`config.mk`:
```
export PLATFORM = sky130hd
export DESIGN_NAME = lru_key_value_cache
export DESIGN_NICKNAME = d
export VERILOG_FILES = /design/src/rtl/lru_kvc_pkg.sv /design/src/rtl/lru_kvc_cell.sv /design/src/rtl/lru_kvc_row.sv /design/src/rtl/lru_key_value_cache.sv
export SDC_FILE = /design/constraint.sdc
export NUM_CORES = 1
export LEC_CHECK = 0
export BUFFER_PORTS_ARGS = -buffer_cell sky130_fd_sc_hd__buf_2
export CAP_MARGIN = 20
export CORE_MARGIN = 10
export CORE_UTILIZATION = 35
export CTS_BUF_LIST = sky130_fd_sc_hd__clkbuf_4 sky130_fd_sc_hd__clkbuf_8 sky130_fd_sc_hd__clkbuf_16
export CTS_CLUSTER_SIZE = 30
export DETAILED_ROUTE_END_ITERATION = 7
export PLACE_DENSITY_LB_ADDON = 0.08
export SYNTH_ARGS = -nofsm -noshare
export SYNTH_HDL_FRONTEND = slang
export SYNTH_SLANG_ARGS = --single-unit
```
`constraint.sdc`:
```
create_clock -name clk -period 14.9 [get_ports clk]
set_input_delay 2.235 -clock clk [delete_from_list [all_inputs] [get_ports clk]]
set_output_delay 2.235 -clock clk [all_outputs]
set_load 0.02 [all_outputs]
```
`src/rtl/lru_kvc_pkg.sv`:
```
`default_nettype none
// ----------------------------------------------------------------------------
// lru_kvc_pkg: shared types and constants
// Widths, command codes and the structs passed along the row of cache cells.
// ----------------------------------------------------------------------------
package lru_kvc_pkg;

    localparam int MAX_ENTRIES = 16;
    localparam int KEY_W       = 32;
    localparam int VAL_W       = 32;
    localparam int CFG_W       = 5;
    localparam int CNT_W       = $clog2(MAX_ENTRIES + 1);
    localparam int CAP_W       = (CNT_W > CFG_W) ? CNT_W : CFG_W;

    localparam logic [CFG_W-1:0] CFG_RESET  = CFG_W'(16);
    localparam logic [VAL_W-1:0] MISS_VALUE = {VAL_W{1'b1}};

    typedef enum logic
    {
        CMD_GET = 1'b0,
        CMD_PUT = 1'b1
    } cmd_t;

    // one stored pair
    typedef struct packed
    {
        logic             valid;
        logic [KEY_W-1:0] key;
        logic [VAL_W-1:0] value;
    } entry_t;

    // broadcast to every cell
    typedef struct packed
    {
        logic             op_valid;
        logic             is_put;
        logic             any_hit;
        logic [KEY_W-1:0] key;
        logic [CAP_W-1:0] cap;
    } ctl_t;

endpackage
`default_nettype wire

```
`src/rtl/lru_kvc_cell.sv`:
```
`default_nettype none
// ----------------------------------------------------------------------------
// lru_kvc_cell: one recency position of the cache
// Holds one pair, compares it against the lookup key and takes the pair of
// its more recent neighbor when the row shifts.
// ----------------------------------------------------------------------------
module lru_kvc_cell
(
    input  wire                                   clk,
    input  wire                                   rst_n,
    input  lru_kvc_pkg::ctl_t                     ctl,
    input  lru_kvc_pkg::entry_t                   left_entry,
    output lru_kvc_pkg::entry_t                   entry,
    input  wire  [lru_kvc_pkg::CAP_W-1:0]         pos_in,
    output logic [lru_kvc_pkg::CAP_W-1:0]         pos_out,
    input  wire                                   hit_in,
    output logic                                  hit_out,
    input  wire  [lru_kvc_pkg::VAL_W-1:0]         val_in,
    output logic [lru_kvc_pkg::VAL_W-1:0]         val_out,
    output logic                                  match
);

    logic                          valid_reg;
    logic                          valid_next;
    logic [lru_kvc_pkg::KEY_W-1:0] key_reg;
    logic [lru_kvc_pkg::VAL_W-1:0] value_reg;
    logic                          take_left;

    assign match   = valid_reg && (key_reg == ctl.key);
    assign hit_out = match || hit_in;
    assign val_out = match ? value_reg : val_in;
    assign pos_out = pos_in + lru_kvc_pkg::CAP_W'(1);

    // on a hit only the positions up to the hit shift; a new key shifts all
    assign take_left = ctl.op_valid &&
                       ((ctl.any_hit && hit_out) || (ctl.is_put && !ctl.any_hit));

    always_comb
    begin
        valid_next = valid_reg;
        if (take_left)
        begin
            if (ctl.any_hit)
                valid_next = left_entry.valid;
            else
                valid_next = left_entry.valid && (pos_in < ctl.cap);
        end
    end

    always_ff @(posedge clk or negedge rst_n)
    begin
        if (!rst_n)
            valid_reg <= 1'b0;
        else
            valid_reg <= valid_next;
    end

    always_ff @(posedge clk)
    begin
        if (take_left)
        begin
            key_reg   <= left_entry.key;
            value_reg <= left_entry.value;
        end
    end

    assign entry.valid = valid_reg;
    assign entry.key   = key_reg;
    assign entry.value = value_reg;

endmodule
`default_nettype wire

```
`src/rtl/lru_kvc_row.sv`:
```
`default_nettype none
// ----------------------------------------------------------------------------
// lru_kvc_row: row of cache cells ordered by recency
// Cell 0 is the most recent entry. Hit flag and hit value travel from the
// least recent end toward cell 0; pairs move one cell toward the far end.
// ----------------------------------------------------------------------------
module lru_kvc_row
(
    input  wire                                   clk,
    input  wire                                   rst_n,
    input  lru_kvc_pkg::ctl_t                     ctl,
    input  wire  [lru_kvc_pkg::VAL_W-1:0]         write_value,
    output logic                                  any_hit,
    output logic [lru_kvc_pkg::VAL_W-1:0]         hit_value
);

    localparam int N = lru_kvc_pkg::MAX_ENTRIES;

    lru_kvc_pkg::entry_t                 link [N+1];
    logic [lru_kvc_pkg::CAP_W-1:0]       pos_c [N+1];
    logic                                hit_c [N+1];
    logic [lru_kvc_pkg::VAL_W-1:0]       val_c [N+1];
    logic [N-1:0]                        match_vec;
    logic [N-1:0]                        valid_vec;

    assign hit_c[N]  = 1'b0;
    assign val_c[N]  = lru_kvc_pkg::MISS_VALUE;
    assign pos_c[0]  = '0;
    assign any_hit   = hit_c[0];
    assign hit_value = val_c[0];

    // pair entering at the most recent position
    assign link[0].valid = 1'b1;
    assign link[0].key   = ctl.key;
    assign link[0].value = ctl.is_put ? write_value : val_c[0];

    genvar g;
    generate
        for (g = 0; g < N; g++)
        begin : g_cell
            lru_kvc_cell u_cell
            (
                .clk        (clk),
                .rst_n      (rst_n),
                .ctl        (ctl),
                .left_entry (link[g]),
                .entry      (link[g+1]),
                .pos_in     (pos_c[g]),
                .pos_out    (pos_c[g+1]),
                .hit_in     (hit_c[g+1]),
                .hit_out    (hit_c[g]),
                .val_in     (val_c[g+1]),
                .val_out    (val_c[g]),
                .match      (match_vec[g])
            );
            assign valid_vec[g] = link[g+1].valid;
        end
    endgenerate

    // keys are unique among stored entries
    a_single_match: assert property (@(posedge clk) disable iff (!rst_n)
        ctl.op_valid |-> $onehot0(match_vec))
        else $error("more than one cell matched the key");

    // stored entries always fill the most recent positions without gaps
    a_contiguous: assert property (@(posedge clk) disable iff (!rst_n)
        $onehot({1'b0, valid_vec} + (N+1)'(1)))
        else $error("gap in the valid cells");

    // a hit moves the key to the most recent position
    a_hit_front: assert property (@(posedge clk) disable iff (!rst_n)
        (ctl.op_valid && any_hit) |=> (link[1].valid && link[1].key == $past(ctl.key)))
        else $error("hit key not moved to the front");

endmodule
`default_nettype wire

```
`src/rtl/lru_key_value_cache.sv`:
```
`default_nettype none
// ----------------------------------------------------------------------------
// lru_key_value_cache: fully associative key-value cache, LRU replacement
// Channel table:
//   channel  signals                                  direction
//   command  start, busy, command, lookup_key,        in
//            write_value
//   result   done, hit, read_value                    out
//   config   cfg_valid, cfg_ready, cfg_data           in (capacity)
// One transaction per cycle: busy stays low, every cell compares, and any
// shift happens in the cycle a command is taken. A get returns its result on
// done in the next cycle; a put returns nothing. Reset clears all entries and
// sets the capacity to 16. The receiver cannot stall the result.
// ----------------------------------------------------------------------------
module lru_key_value_cache
(
    input  wire                                      clk,
    input  wire                                      rst_n,
    input  wire                                      start,
    output logic                                     busy,
    input  wire                                      command,
    input  wire  signed [lru_kvc_pkg::KEY_W-1:0]     lookup_key,
    input  wire  signed [lru_kvc_pkg::VAL_W-1:0]     write_value,
    output logic                                     done,
    output logic                                     hit,
    output logic signed [lru_kvc_pkg::VAL_W-1:0]     read_value,
    input  wire                                      cfg_valid,
    output logic                                     cfg_ready,
    input  wire         [lru_kvc_pkg::CFG_W-1:0]     cfg_data
);

    logic [lru_kvc_pkg::CFG_W-1:0] cfg_reg;
    logic [lru_kvc_pkg::CAP_W-1:0] cfg_ext;
    logic [lru_kvc_pkg::CAP_W-1:0] cap;
    logic                          accept;
    lru_kvc_pkg::ctl_t             ctl;
    logic                          any_hit;
    logic [lru_kvc_pkg::VAL_W-1:0] hit_value;
    logic                          done_reg;
    logic                          hit_reg;
    logic [lru_kvc_pkg::VAL_W-1:0] read_value_reg;

    assign busy      = 1'b0;
    assign cfg_ready = 1'b1;
    assign accept    = start && !busy;

    // capacity saturates at the number of cells
    assign cfg_ext = lru_kvc_pkg::CAP_W'(cfg_reg);
    assign cap     = (cfg_ext > lru_kvc_pkg::CAP_W'(lru_kvc_pkg::MAX_ENTRIES))
                   ? lru_kvc_pkg::CAP_W'(lru_kvc_pkg::MAX_ENTRIES) : cfg_ext;

    assign ctl.op_valid = accept;
    assign ctl.is_put   = (lru_kvc_pkg::cmd_t'(command) == lru_kvc_pkg::CMD_PUT);
    assign ctl.any_hit  = any_hit;
    assign ctl.key      = lookup_key;
    assign ctl.cap      = cap;

    lru_kvc_row u_row
    (
        .clk         (clk),
        .rst_n       (rst_n),
        .ctl         (ctl),
        .write_value (write_value),
        .any_hit     (any_hit),
        .hit_value   (hit_value)
    );

    always_ff @(posedge clk or negedge rst_n)
    begin
        if (!rst_n)
        begin
            cfg_reg  <= lru_kvc_pkg::CFG_RESET;
            done_reg <= 1'b0;
        end
        else
        begin
            if (cfg_valid && cfg_ready)
                cfg_reg <= cfg_data;
            done_reg <= accept && !ctl.is_put;
        end
    end

    // miss value comes out of the row as all ones
    always_ff @(posedge clk)
    begin
        if (accept && !ctl.is_put)
        begin
            hit_reg        <= any_hit;
            read_value_reg <= hit_value;
        end
    end

    assign done       = done_reg;
    assign hit        = hit_reg;
    assign read_value = read_value_reg;

endmodule
`default_nettype wire
```
### Yosys cells after proc, flatten, opt, wreduce, memory -nomap -nowiden

Cells that the tools add are included.
Widths: inputs -> output; s select.

* bits in registers: 1079
* input bits: 74
* output and inout bits: 36
* word-level logic and storage cells: 216

* order comparisons: 17
* eq/ne operators: 16
* multiplexer cells: 34
* reduce and logical (&&, ||, !) cells: 97

Operator list (count)
* $mux 32: 17
* $eq 32x32->1: 16
* $logic_and 1x1->1: 64
* $lt 4x5->1 const A: 8
* $logic_or 1x1->1: 31
* $lt 3x5->1 const A: 4
* $mux 1: 16
* $lt 1x5->1 const A: 2
* $lt 2x5->1 const A: 2
* $gt 5x5->1 const B: 1
* $mux 5: 1
* $logic_not 1->1: 2

### Logic depth before layout (Yosys ltp)

Gate-level depths: netlist of the first run.

* word-level depth: 21
* gate-level depth with buffers: 13
* depth with buffers taken out: 10

### Cells and area by module

Synthesis of the first run repeated with hierarchy kept, for this count alone.

* cells, all modules: 2940
* area total of the unflattened synthesis: 50895.1 um2

Modules (own cells, without submodules)
* lru_kvc_cell: times used 16, cells each 178, area an instance 3067.9 um2, sequential area each 1946.9 um2
* lru_key_value_cache: times used 1, cells each 54, area an instance 1256.2 um2, sequential area each 1142.3 um2
* lru_kvc_row: times used 1, cells each 38, area an instance 551.8 um2, sequential area each 0.0 um2

### Worst setup path before layout of the first run

No wires, ideal clock.

* path kind: input to register
* start: input lookup_key[15] in the netlist's numbering
* end: register u_row.g_cell[13].u_cell.valid_reg
* arrival time: 8008 ps
* required time: 14818 ps
* slack: 6810 ps
* stages on the path: 11
* buffers on the path: 2
* path through: buf_2 -> xor2_1 -> nor4_1 -> nand2_1 -> or4_1 -> clkbuf_1 -> nand3_2 -> or2_1 -> o41ai_4 -> a41oi_1 -> mux2_2

* cells in the longest elaborated chain, start to end: 21
* elaborated cells on any way between the ends: 53
* those cells by class: eq/ne (16); mux (1); reduce/logical (36)

Ends and longest elaborated chain
* start, declared: line lru_key_value_cache.sv:22 `input wire signed [lru_kvc_pkg::KEY_W-1:0] lookup_key,`
* $eq 32x32->1: line lru_kvc_cell.sv:29 `assign match = valid_reg && (key_reg == ctl.key);`
* $logic_and 1x1->1: line lru_kvc_cell.sv:29
* $logic_or 1x1->1 (15 in series): line lru_kvc_cell.sv:30 `assign hit_out = match || hit_in;`
* $logic_not 1->1: line lru_kvc_cell.sv:36 `((ctl.any_hit && hit_out) || (ctl.is_put && !ctl.any_hit));`
* $logic_and 1x1->1: line lru_kvc_cell.sv:36
* $logic_or 1x1->1 (*): line lru_kvc_cell.sv:36
* $logic_and 1x1->1 (*): line lru_kvc_cell.sv:35 `assign take_left = ctl.op_valid &&`
* via u_row.g_cell[13].u_cell.take_left: line lru_kvc_cell.sv:27 `logic take_left;`
* end signal, assigned: line lru_kvc_cell.sv:55 `valid_reg <= valid_next;`
* end, declared: line lru_kvc_cell.sv:23 `logic valid_reg;`

Mark *: on every way through the listed nets, which the timed path passes. The rest lies on a longest branch.
A chain may end at the register's enable or synchronous reset.

### Worst setup path after layout of the first run

* start: input lookup_key[1] in the netlist's numbering
* end: register u_row.g_cell[6].u_cell.valid_reg

* cells in the longest elaborated chain, start to end: 21
* elaborated cells on any way between the ends: 53
* those cells by class: eq/ne (16); mux (1); reduce/logical (36)

Ends and longest elaborated chain (line)
* $eq 32x32->1: lru_kvc_cell.sv:29
* $logic_and 1x1->1: lru_kvc_cell.sv:29
* $logic_or 1x1->1 (15 in series): lru_kvc_cell.sv:30
* $logic_not 1->1: lru_kvc_cell.sv:36
* $logic_and 1x1->1: lru_kvc_cell.sv:36
* $logic_or 1x1->1 (*): lru_kvc_cell.sv:36
* $logic_and 1x1->1 (*): lru_kvc_cell.sv:35
* via u_row.g_cell[6].u_cell.take_left: lru_kvc_cell.sv:27
* end signal, assigned: lru_kvc_cell.sv:55
* end, declared: lru_kvc_cell.sv:23

Marked as above.

==> run summary, run 1 <==
Outcome - complete, no violations
WS Path Type - input pin to flop
Clock tree buffer depth - 3
PwrDens - 131 mW/mm^2
Switching power - 0.00156 W
Area share of the largest cell type after synthesis - 0.683
CP max FO - 68
Synthesized instance count - 3256
Die Span X - 384 um
Final WL - 128 mm
Netlist cell types - 77
Clk pwr share - 0.440
Post-CTS sizing - 0
Avg WL per Cell - 24.7 um
Ratio of final minimum period to clock period - 0.505
Pint - 0.00538 W
Worst hold margin - 0.434 ns
Antenna violations before repair - 1
Clk_skew - 0.0300 ns
Leak Pwr - 17.5 nW
Slew @ Worst Pin - 1.07 ns
Hold Buf Count CTS - 0
DRC - 0
Startpoint types - input pin
Dominant synthesized flop cell - edfxtp_1
Placer congestion estimate - 0.853
Final setup viols - 0
Clock Sink Count - 1079
WP data required - 15.51 ns
Sw Ratio - 0.225
Die Height - 384 um
Area of the die - 0.148 mm^2
Sequential share of power - 0.512
Synth Net Count - 3330
Fin nets - 3391
Number of synthesized register bits - 1079
Max-Cap Viols - 0
Largest net degree at the start of global routing - 72
All-Layer GR Usage - 0.169
Post-synth EDFFs - 1057
Core area - 0.132 mm^2
Mean number of vias per cell - 5.17
Maximum vdd drop - 97.9 uV
DPL Wire Length - 91.1 mm
Non-Filler Instances - 5176
Drt first pass iters - 7
H-Tree Level Count - 3
Cell Area, Synth - 0.0465 mm^2
Fin. Hold Viols - 0
Synth Warn # - 0
Clock latency on the worst-skew pair - 0.74 ns
Port Buf Inserts - 107
Gr ovfl total - 0
Area delta synth->final - 14.0%
CTS root buffer - clkbuf_16
Routed vias - 26700
Io pins - 110
Worst EP arrival - 8.13 ns
Max frequency - 0.133 GHz
Initial Util - 0.353
Most common cell in the synthesized netlist - edfxtp_1
Sequential fraction of the synthesis area - 0.695
Min-delay worst type - flop to flop
Worst setup EP type - flop
Clock slew at reported path FFs - 0.06 ns
Synth area leaders - edfxtp_1 (68%), xor2_1 (7.2%), nor2_1 (2.5%)
Dominant cell type by area after synthesis - edfxtp_1
Post-CTS Repair Setup Buffers - 0
Synth async-reset ratio - 0.0204
Core Rows - 133
Relative slew slack - 0.279
Global-route wire length before repair - 189 mm
Tmin final - 7.52 ns
CTS tree - yes
Synthesized area per cell - 14.3 um^2
Commonest cells in the netlist - edfxtp_1 (1057), xor2_1 (381), nor2_1 (308)
Cts bufs inserted - 120
Vias in the first global route - 27400
Ant. Diodes - 0
ANT nets after route - 0
Setup TNS - 0 ns
Share of layout cells above drive strength 1 - 0.169
DR iter-0 viols - 2223
Slew Viols, Final - 0
Part of the power in combinational logic - 0.048
Unrepaired setup endpoints after global routing - false
Cells after DPL - 4944
[critical path, cell delays in order]
cell      delay (ns)
buf_2           0.46
xnor2_1         0.31
nand4_1         0.25
nor4_1          0.48
nand3_2         0.80
nand3_2         0.94
or2_1           0.32
o41ai_4         0.16
clkinv_2        0.08
buf_4           0.72
o21a_2          0.26
buf_4           0.68
mux2_1          0.39
[cell usage in the layout (no fill, tap or decap), drive strengths merged, types with 8 or more instances in the layout]
cell and instances:
edfxtp 1057, xor2 381, nor2 310, buf 173
nand4 163, nand2 146, clkbuf 146, a21oi 139
xnor2 121, a31oi 100, nor4 97, nand3 69
o21ai 67, clkinv 59, or4 35, or2 35
a22oi 33, nor2b 33, a221oi 33, a2111oi 33
o211ai 33, dfrtp 21, nor3 21, inv 19
mux2 17, bufinv 16, nand2b 8, a21boi 8
[kinds of logic (layout without fill, tap and decap cells)]
| logic type | after synthesis | in the layout | share of synthesized area |
|---|---|---|---|
| AOI/OAI and AO/OA | 469 | 469 | 0.0778 |
| DFF | 1079 | 1079 | 0.695 |
| muxes | 19 | 19 | 0.00463 |
| other | 2 | 2 | 0.000162 |
| xor gates and xnor gates | 502 | 502 | 0.0946 |
| buffers and inverters | 251 | 416 | 0.0268 |
| and+or+nand+nor | 934 | 934 | 0.101 |
[per-layer routing]
layer | track usage | wire length (um) | up-vias
met5 | 0 | 0 | -
met2 | 0.241 | 53200 | 797
li1 | - | - | 12400
met1 | 0.262 | 65400 | 13400
met4 | 0.0518 | 3230 | 0
met3 | 0.0239 | 6040 | 162
[final cells by class]
cell class	instances	area (um^2)
Inverter	17	65.1
Clock inverter	80	890
Fill cell	12200	78700
Sequential cell	1079	32300
Multi-Input combinational cell	1926	13200
Tap cell	1755	2200
Timing Repair Buffer	173	1130
Clock buffer	146	3200
[metrics by stage]
| stage | util | total power (W) | area, um^2 | worst slack (ns) |
|---|---|---|---|---|
| 6_report | 0.402 | 0.00694 | 53000 | 7.38 |
| 5_1_grt | 0.402 | 0.00718 | 53000 | 7.05 |
| 4_1_cts | 0.402 | 0.00702 | 52900 | 7.24 |
| 3_5_place_dp | 0.371 | 0.00395 | 48800 | 6.49 |
| 3_3_place_gp | 0.370 | 0.00394 | 48700 | 6.54 |
| 2_1_floorplan | - | 0.00381 | 46500 | 6.81 |
[power by group through the flow]
stage / Combinational (W) / Clock [W] / Sequential, W
6_report: 0.000331 / 0.00306 / 0.00355
3_3_place_gp: 0.000331 / 0 / 0.00361
5_1_grt: 0.000360 / 0.00326 / 0.00356
4_1_cts: 0.000335 / 0.00313 / 0.00355
2_1_floorplan: 0.000219 / 0 / 0.00359
3_5_place_dp: 0.000333 / 0 / 0.00361
[worst paths after layout]
kind                       cells after the start                                   from  slack, ns                                    end
setup / recovery                              13                          lookup_key[1]       7.38       u_row.g_cell[6].u_cell.valid_reg
setup reg to reg                              12      u_row.g_cell[3].u_cell.key_reg[1]       8.89       u_row.g_cell[6].u_cell.valid_reg
hold / removal                                 0  u_row.g_cell[14].u_cell.value_reg[11]       0.43  u_row.g_cell[15].u_cell.value_reg[11]
min in group asynchronous                      1                                  rst_n       1.54                             cfg_ext[1]
hold reg to reg                                0  u_row.g_cell[14].u_cell.value_reg[11]       0.43  u_row.g_cell[15].u_cell.value_reg[11]
max in group asynchronous                      1                                  rst_n      12.87                                   done
Note: power is estimated with default switching activity, not from simulation.
==> inputs of run 2 (changes only) <==
--- a/config.mk
+++ b/config.mk
@@ -5,6 +5,7 @@
 export SDC_FILE = /design/constraint.sdc
 export NUM_CORES = 1
 export LEC_CHECK = 0
+export ABC_AREA = 1
 export BUFFER_PORTS_ARGS = -buffer_cell sky130_fd_sc_hd__buf_2
 export CAP_MARGIN = 20
 export CORE_MARGIN = 10
==> constraint.sdc (replaced) <==
create_clock -name clk -period 6.3 [get_ports clk]
set_input_delay 0.945 -clock clk [delete_from_list [all_inputs] [get_ports clk]]
set_output_delay 0.945 -clock clk [all_outputs]
set_load 0.02 [all_outputs]
==> run summary, run 2 <==
Register area - 0.0323 mm^2 (unchanged)
Non-Filler Instances - 6145 (was 5176)
DR iter-0 viols - 2685 (was 2223)
Fin. Hold Viols - 0 (unchanged)
Leak Pwr - 20.4 nW (was 17.5 nW)
Outcome - complete, no violations (unchanged)
Dominant synthesized flop cell - edfxtp_1 (unchanged)
Die Span X - 385 um (was 384 um)
Global-route wire length before repair - 190 mm (was 189 mm)
Cts bufs inserted - 118 (was 120)
Worst r2r src - u_row.g_cell[14].u_cell.key_reg[31] (was u_row.g_cell[3].u_cell.key_reg[1])
Cells after DPL - 5919 (was 4944)
H-Tree Level Count - 3 (unchanged)
All-Layer GR Usage - 0.169 (about the same)
Worst reg2reg setup slack - 1.77 ns (was 8.89 ns)
Relative slew slack - 0.466 (was 0.279)
Tmin final - 4.91 ns
Synth area leaders - edfxtp_1 (68%), nand2_1 (9.8%), or2_2 (2.9%) (was edfxtp_1 (68%), xor2_1 (7.2%), nor2_1 (2.5%))
DRC - 0 (unchanged)
Commonest cells in the netlist - nand2_1 (1225), edfxtp_1 (1057), nor2_1 (327) (was edfxtp_1 (1057), xor2_1 (381), nor2_1 (308))
Slew Viols, Final - 0 (unchanged)
Synthesized instance count - 4126 (was 3256)
Max frequency - 0.203 GHz
Clk_skew - 0.0423 ns (was 0.0300 ns)
Vias in the first global route - 28800 (was 27400)
Startpoint types - input pin (unchanged)
Clock latency on the worst-skew pair - 0.73 ns (was 0.74 ns)
Multi-input gate area - 0.0128 mm^2 (was 0.0132 mm^2)
Worst EP arrival - 5.25 ns (was 8.13 ns)
Clock slew at reported path FFs - 0.06 ns (about the same)
Io pins - 110 (unchanged)
Placer congestion estimate - 0.971 (was 0.853)
Slowest CP cell - buf_4 (was nand3_2)
Largest net degree at the start of global routing - 67 (was 72)
Clock Sink Count - 1079 (unchanged)
Clock tree buffer depth - 3 (unchanged)
Port Buf Inserts - 107 (unchanged)
Worst hold margin - 0.276 ns (was 0.434 ns)
Synth Net Count - 4200 (was 3330)
CTS tree - yes (unchanged)
Min-delay worst type - input pin to async pin (was flop to flop)
Netlist cell types - 56 (was 77)
Hold Buf Count CTS - 0 (unchanged)
Max-Cap Viols - 0 (unchanged)
Post-CTS sizing - 0 (unchanged)
Worst setup EP type - flop (unchanged)
Maximum vdd drop - 224 uV (was 97.9 uV)
Worst slack, placed - 0.677 ns (was 6.49 ns)
DPL Wire Length - 95.6 mm (was 91.1 mm)
R2R depth - 27 (was 12)
WP data required - 6.64 ns (was 15.51 ns)
Final WL - 127 mm (was 128 mm)
ANT nets after route - 0 (unchanged)
Share of layout cells above drive strength 1 - 0.163 (was 0.169)
Die Height - 385 um (was 384 um)
Area of the die - 0.148 mm^2 (about the same)
PwrDens - 302 mW/mm^2 (was 131 mW/mm^2)
Mean number of vias per cell - 4.71 (was 5.17)
Setup ws final - 1.39 ns (was 7.38 ns)
Core Rows - 133 (unchanged)
Synth async-reset ratio - 0.0204 (unchanged)
Number of synthesized register bits - 1079 (unchanged)
Ratio of final minimum period to clock period - 0.780
Synth Warn # - 0 (unchanged)
Unrepaired setup endpoints after global routing - false (unchanged)
Most frequent cells in the layout - nand2_1 (1221), edfxtp_1 (1057), nor2_1 (325) (was edfxtp_1 (1057), xor2_1 (381), nor2_1 (297))
Critical R2R Capture - u_row.g_cell[15].u_cell.value_reg[9] (was u_row.g_cell[6].u_cell.valid_reg)
Post-synth EDFFs - 1057 (unchanged)
Slew @ Worst Pin - 0.801 ns (was 1.07 ns)
CP max FO - 32 (was 68)
CTS root buffer - clkbuf_16 (unchanged)
Overall power - 0.0163 W (was 0.00694 W)
Fill count - 12500 (was 12200)
Drt first pass iters - 6 (was 7)
Biggest cell delay along the critical path - 0.42 ns (was 0.94 ns)
Antenna violations before repair - 4 (was 1)
Area share of the largest cell type after synthesis - 0.680 (was 0.683)
Core area - 0.132 mm^2 (about the same)
Synthesized area per cell - 11.3 um^2 (was 14.3 um^2)
Gr ovfl total - 0 (unchanged)
Final setup viols - 0 (unchanged)
Routed vias - 28900 (was 26700)
WS Path Type - input pin to flop (unchanged)
Cell Area, Synth - 0.0467 mm^2 (was 0.0465 mm^2)
Area delta synth->final - 15.4% (was 14.0%)
Dominant cell type by area after synthesis - edfxtp_1 (unchanged)
Most common cell in the synthesized netlist - nand2_1 (was edfxtp_1)
Fin nets - 4360 (was 3391)
Sequential fraction of the synthesis area - 0.692 (was 0.695)
Post-CTS Repair Setup Buffers - 0 (unchanged)
Commonest non-fill, non-tap cell in the layout - nand2_1 (was edfxtp_1)
Avg WL per Cell - 20.7 um (was 24.7 um)
Initial Util - 0.354 (was 0.353)
-- run 2: changes by cell type in the layout (fill, tap and decap cells not counted), sizes merged, moves of 42 or more --
cell   change
nand4    -131
inv      +203
o21ai    +122
or2      +222
buf       +54
nor4      -54
xnor2     -42
a31oi     -98
nand2   +1083
xor2     -320
o22ai     +62
-- run 2: metrics by stage --
stage | util | cell area, um^2 | TNS [ns]
3_5_place_dp | 0.378 | 49800 | 0
4_1_cts | 0.408 | 53900 | 0
6_report | 0.408 | 53900 | 0
5_1_grt | 0.408 | 53900 | 0
3_3_place_gp | 0.378 | 49800 | 0
2_1_floorplan | - | 46700 | -106.96
-- run 2: logic make-up after synthesis --
kind of cell,share of synthesized area
buffers and inverters,0.0370
other,0.000161
flip-flops,0.692
XOR/XNOR,0.0263
AND/OR/NAND/NOR,0.185
AO/OA/AOI/OAI,0.0597
-- run 2: worst max-delay path by stage --
stage / startpoint / end / slack, ns / cells after the start
CTS: lookup_key[10] / u_row.g_cell[3].u_cell.value_reg[12] / 1.45 / 28
finish: lookup_key[10] / u_row.g_cell[15].u_cell.value_reg[9] / 1.39 / 29
detailed placement: lookup_key[10] / u_row.g_cell[3].u_cell.key_reg[9] / 0.68 / 28
global placement: lookup_key[10] / u_row.g_cell[3].u_cell.key_reg[9] / 0.61 / 28
floorplan: lookup_key[18] / u_row.g_cell[12].u_cell.key_reg[0] / -0.41 / 25
global route: lookup_key[10] / u_row.g_cell[3].u_cell.value_reg[12] / 1.0 / 28
-- run 2: power breakdown --
| part | internal, W | switching [W] | leakage (nW) |
|---|---|---|---|
| Clock | 0.00423 | 0.00288 | 1.98 |
| Sequential | 0.00818 | 0.000179 | 10.1 |
| Combinational | 0.000232 | 0.000555 | 8.23 |
| Total | 0.0126 | 0.00361 | 20.4 |
-- run 2: area by class of cell --
class / instances / area share
Antenna cell: 2 / 0.0000929
Sequential cell: 1079 / 0.599
Timing Repair Buffer: 227 / 0.0322
Clock inverter: 83 / 0.0160
Multi-Input combinational cell: 2640 / 0.238
Clock buffer: 139 / 0.0586
Inverter: 220 / 0.0153
Tap cell: 1755 / 0.0407
-- run 2: per-layer routing --
metal	vias up	share of wire	track usage
li1	14500	-	-
met1	13300	0.50	0.258
met2	927	0.41	0.239
met3	191	0.066	0.0316
met4	2	0.027	0.0545
met5	-	0.000094	0
-- run 2: worst max-delay path: cells and delay by family --
| kind | cells | cell delay (ns) |
|---|---|---|
| AND/OR/NAND/NOR | 21 | 2.58 |
| buffers and inverters | 6 | 1.45 |
| AO/OA/AOI/OAI | 2 | 0.23 |
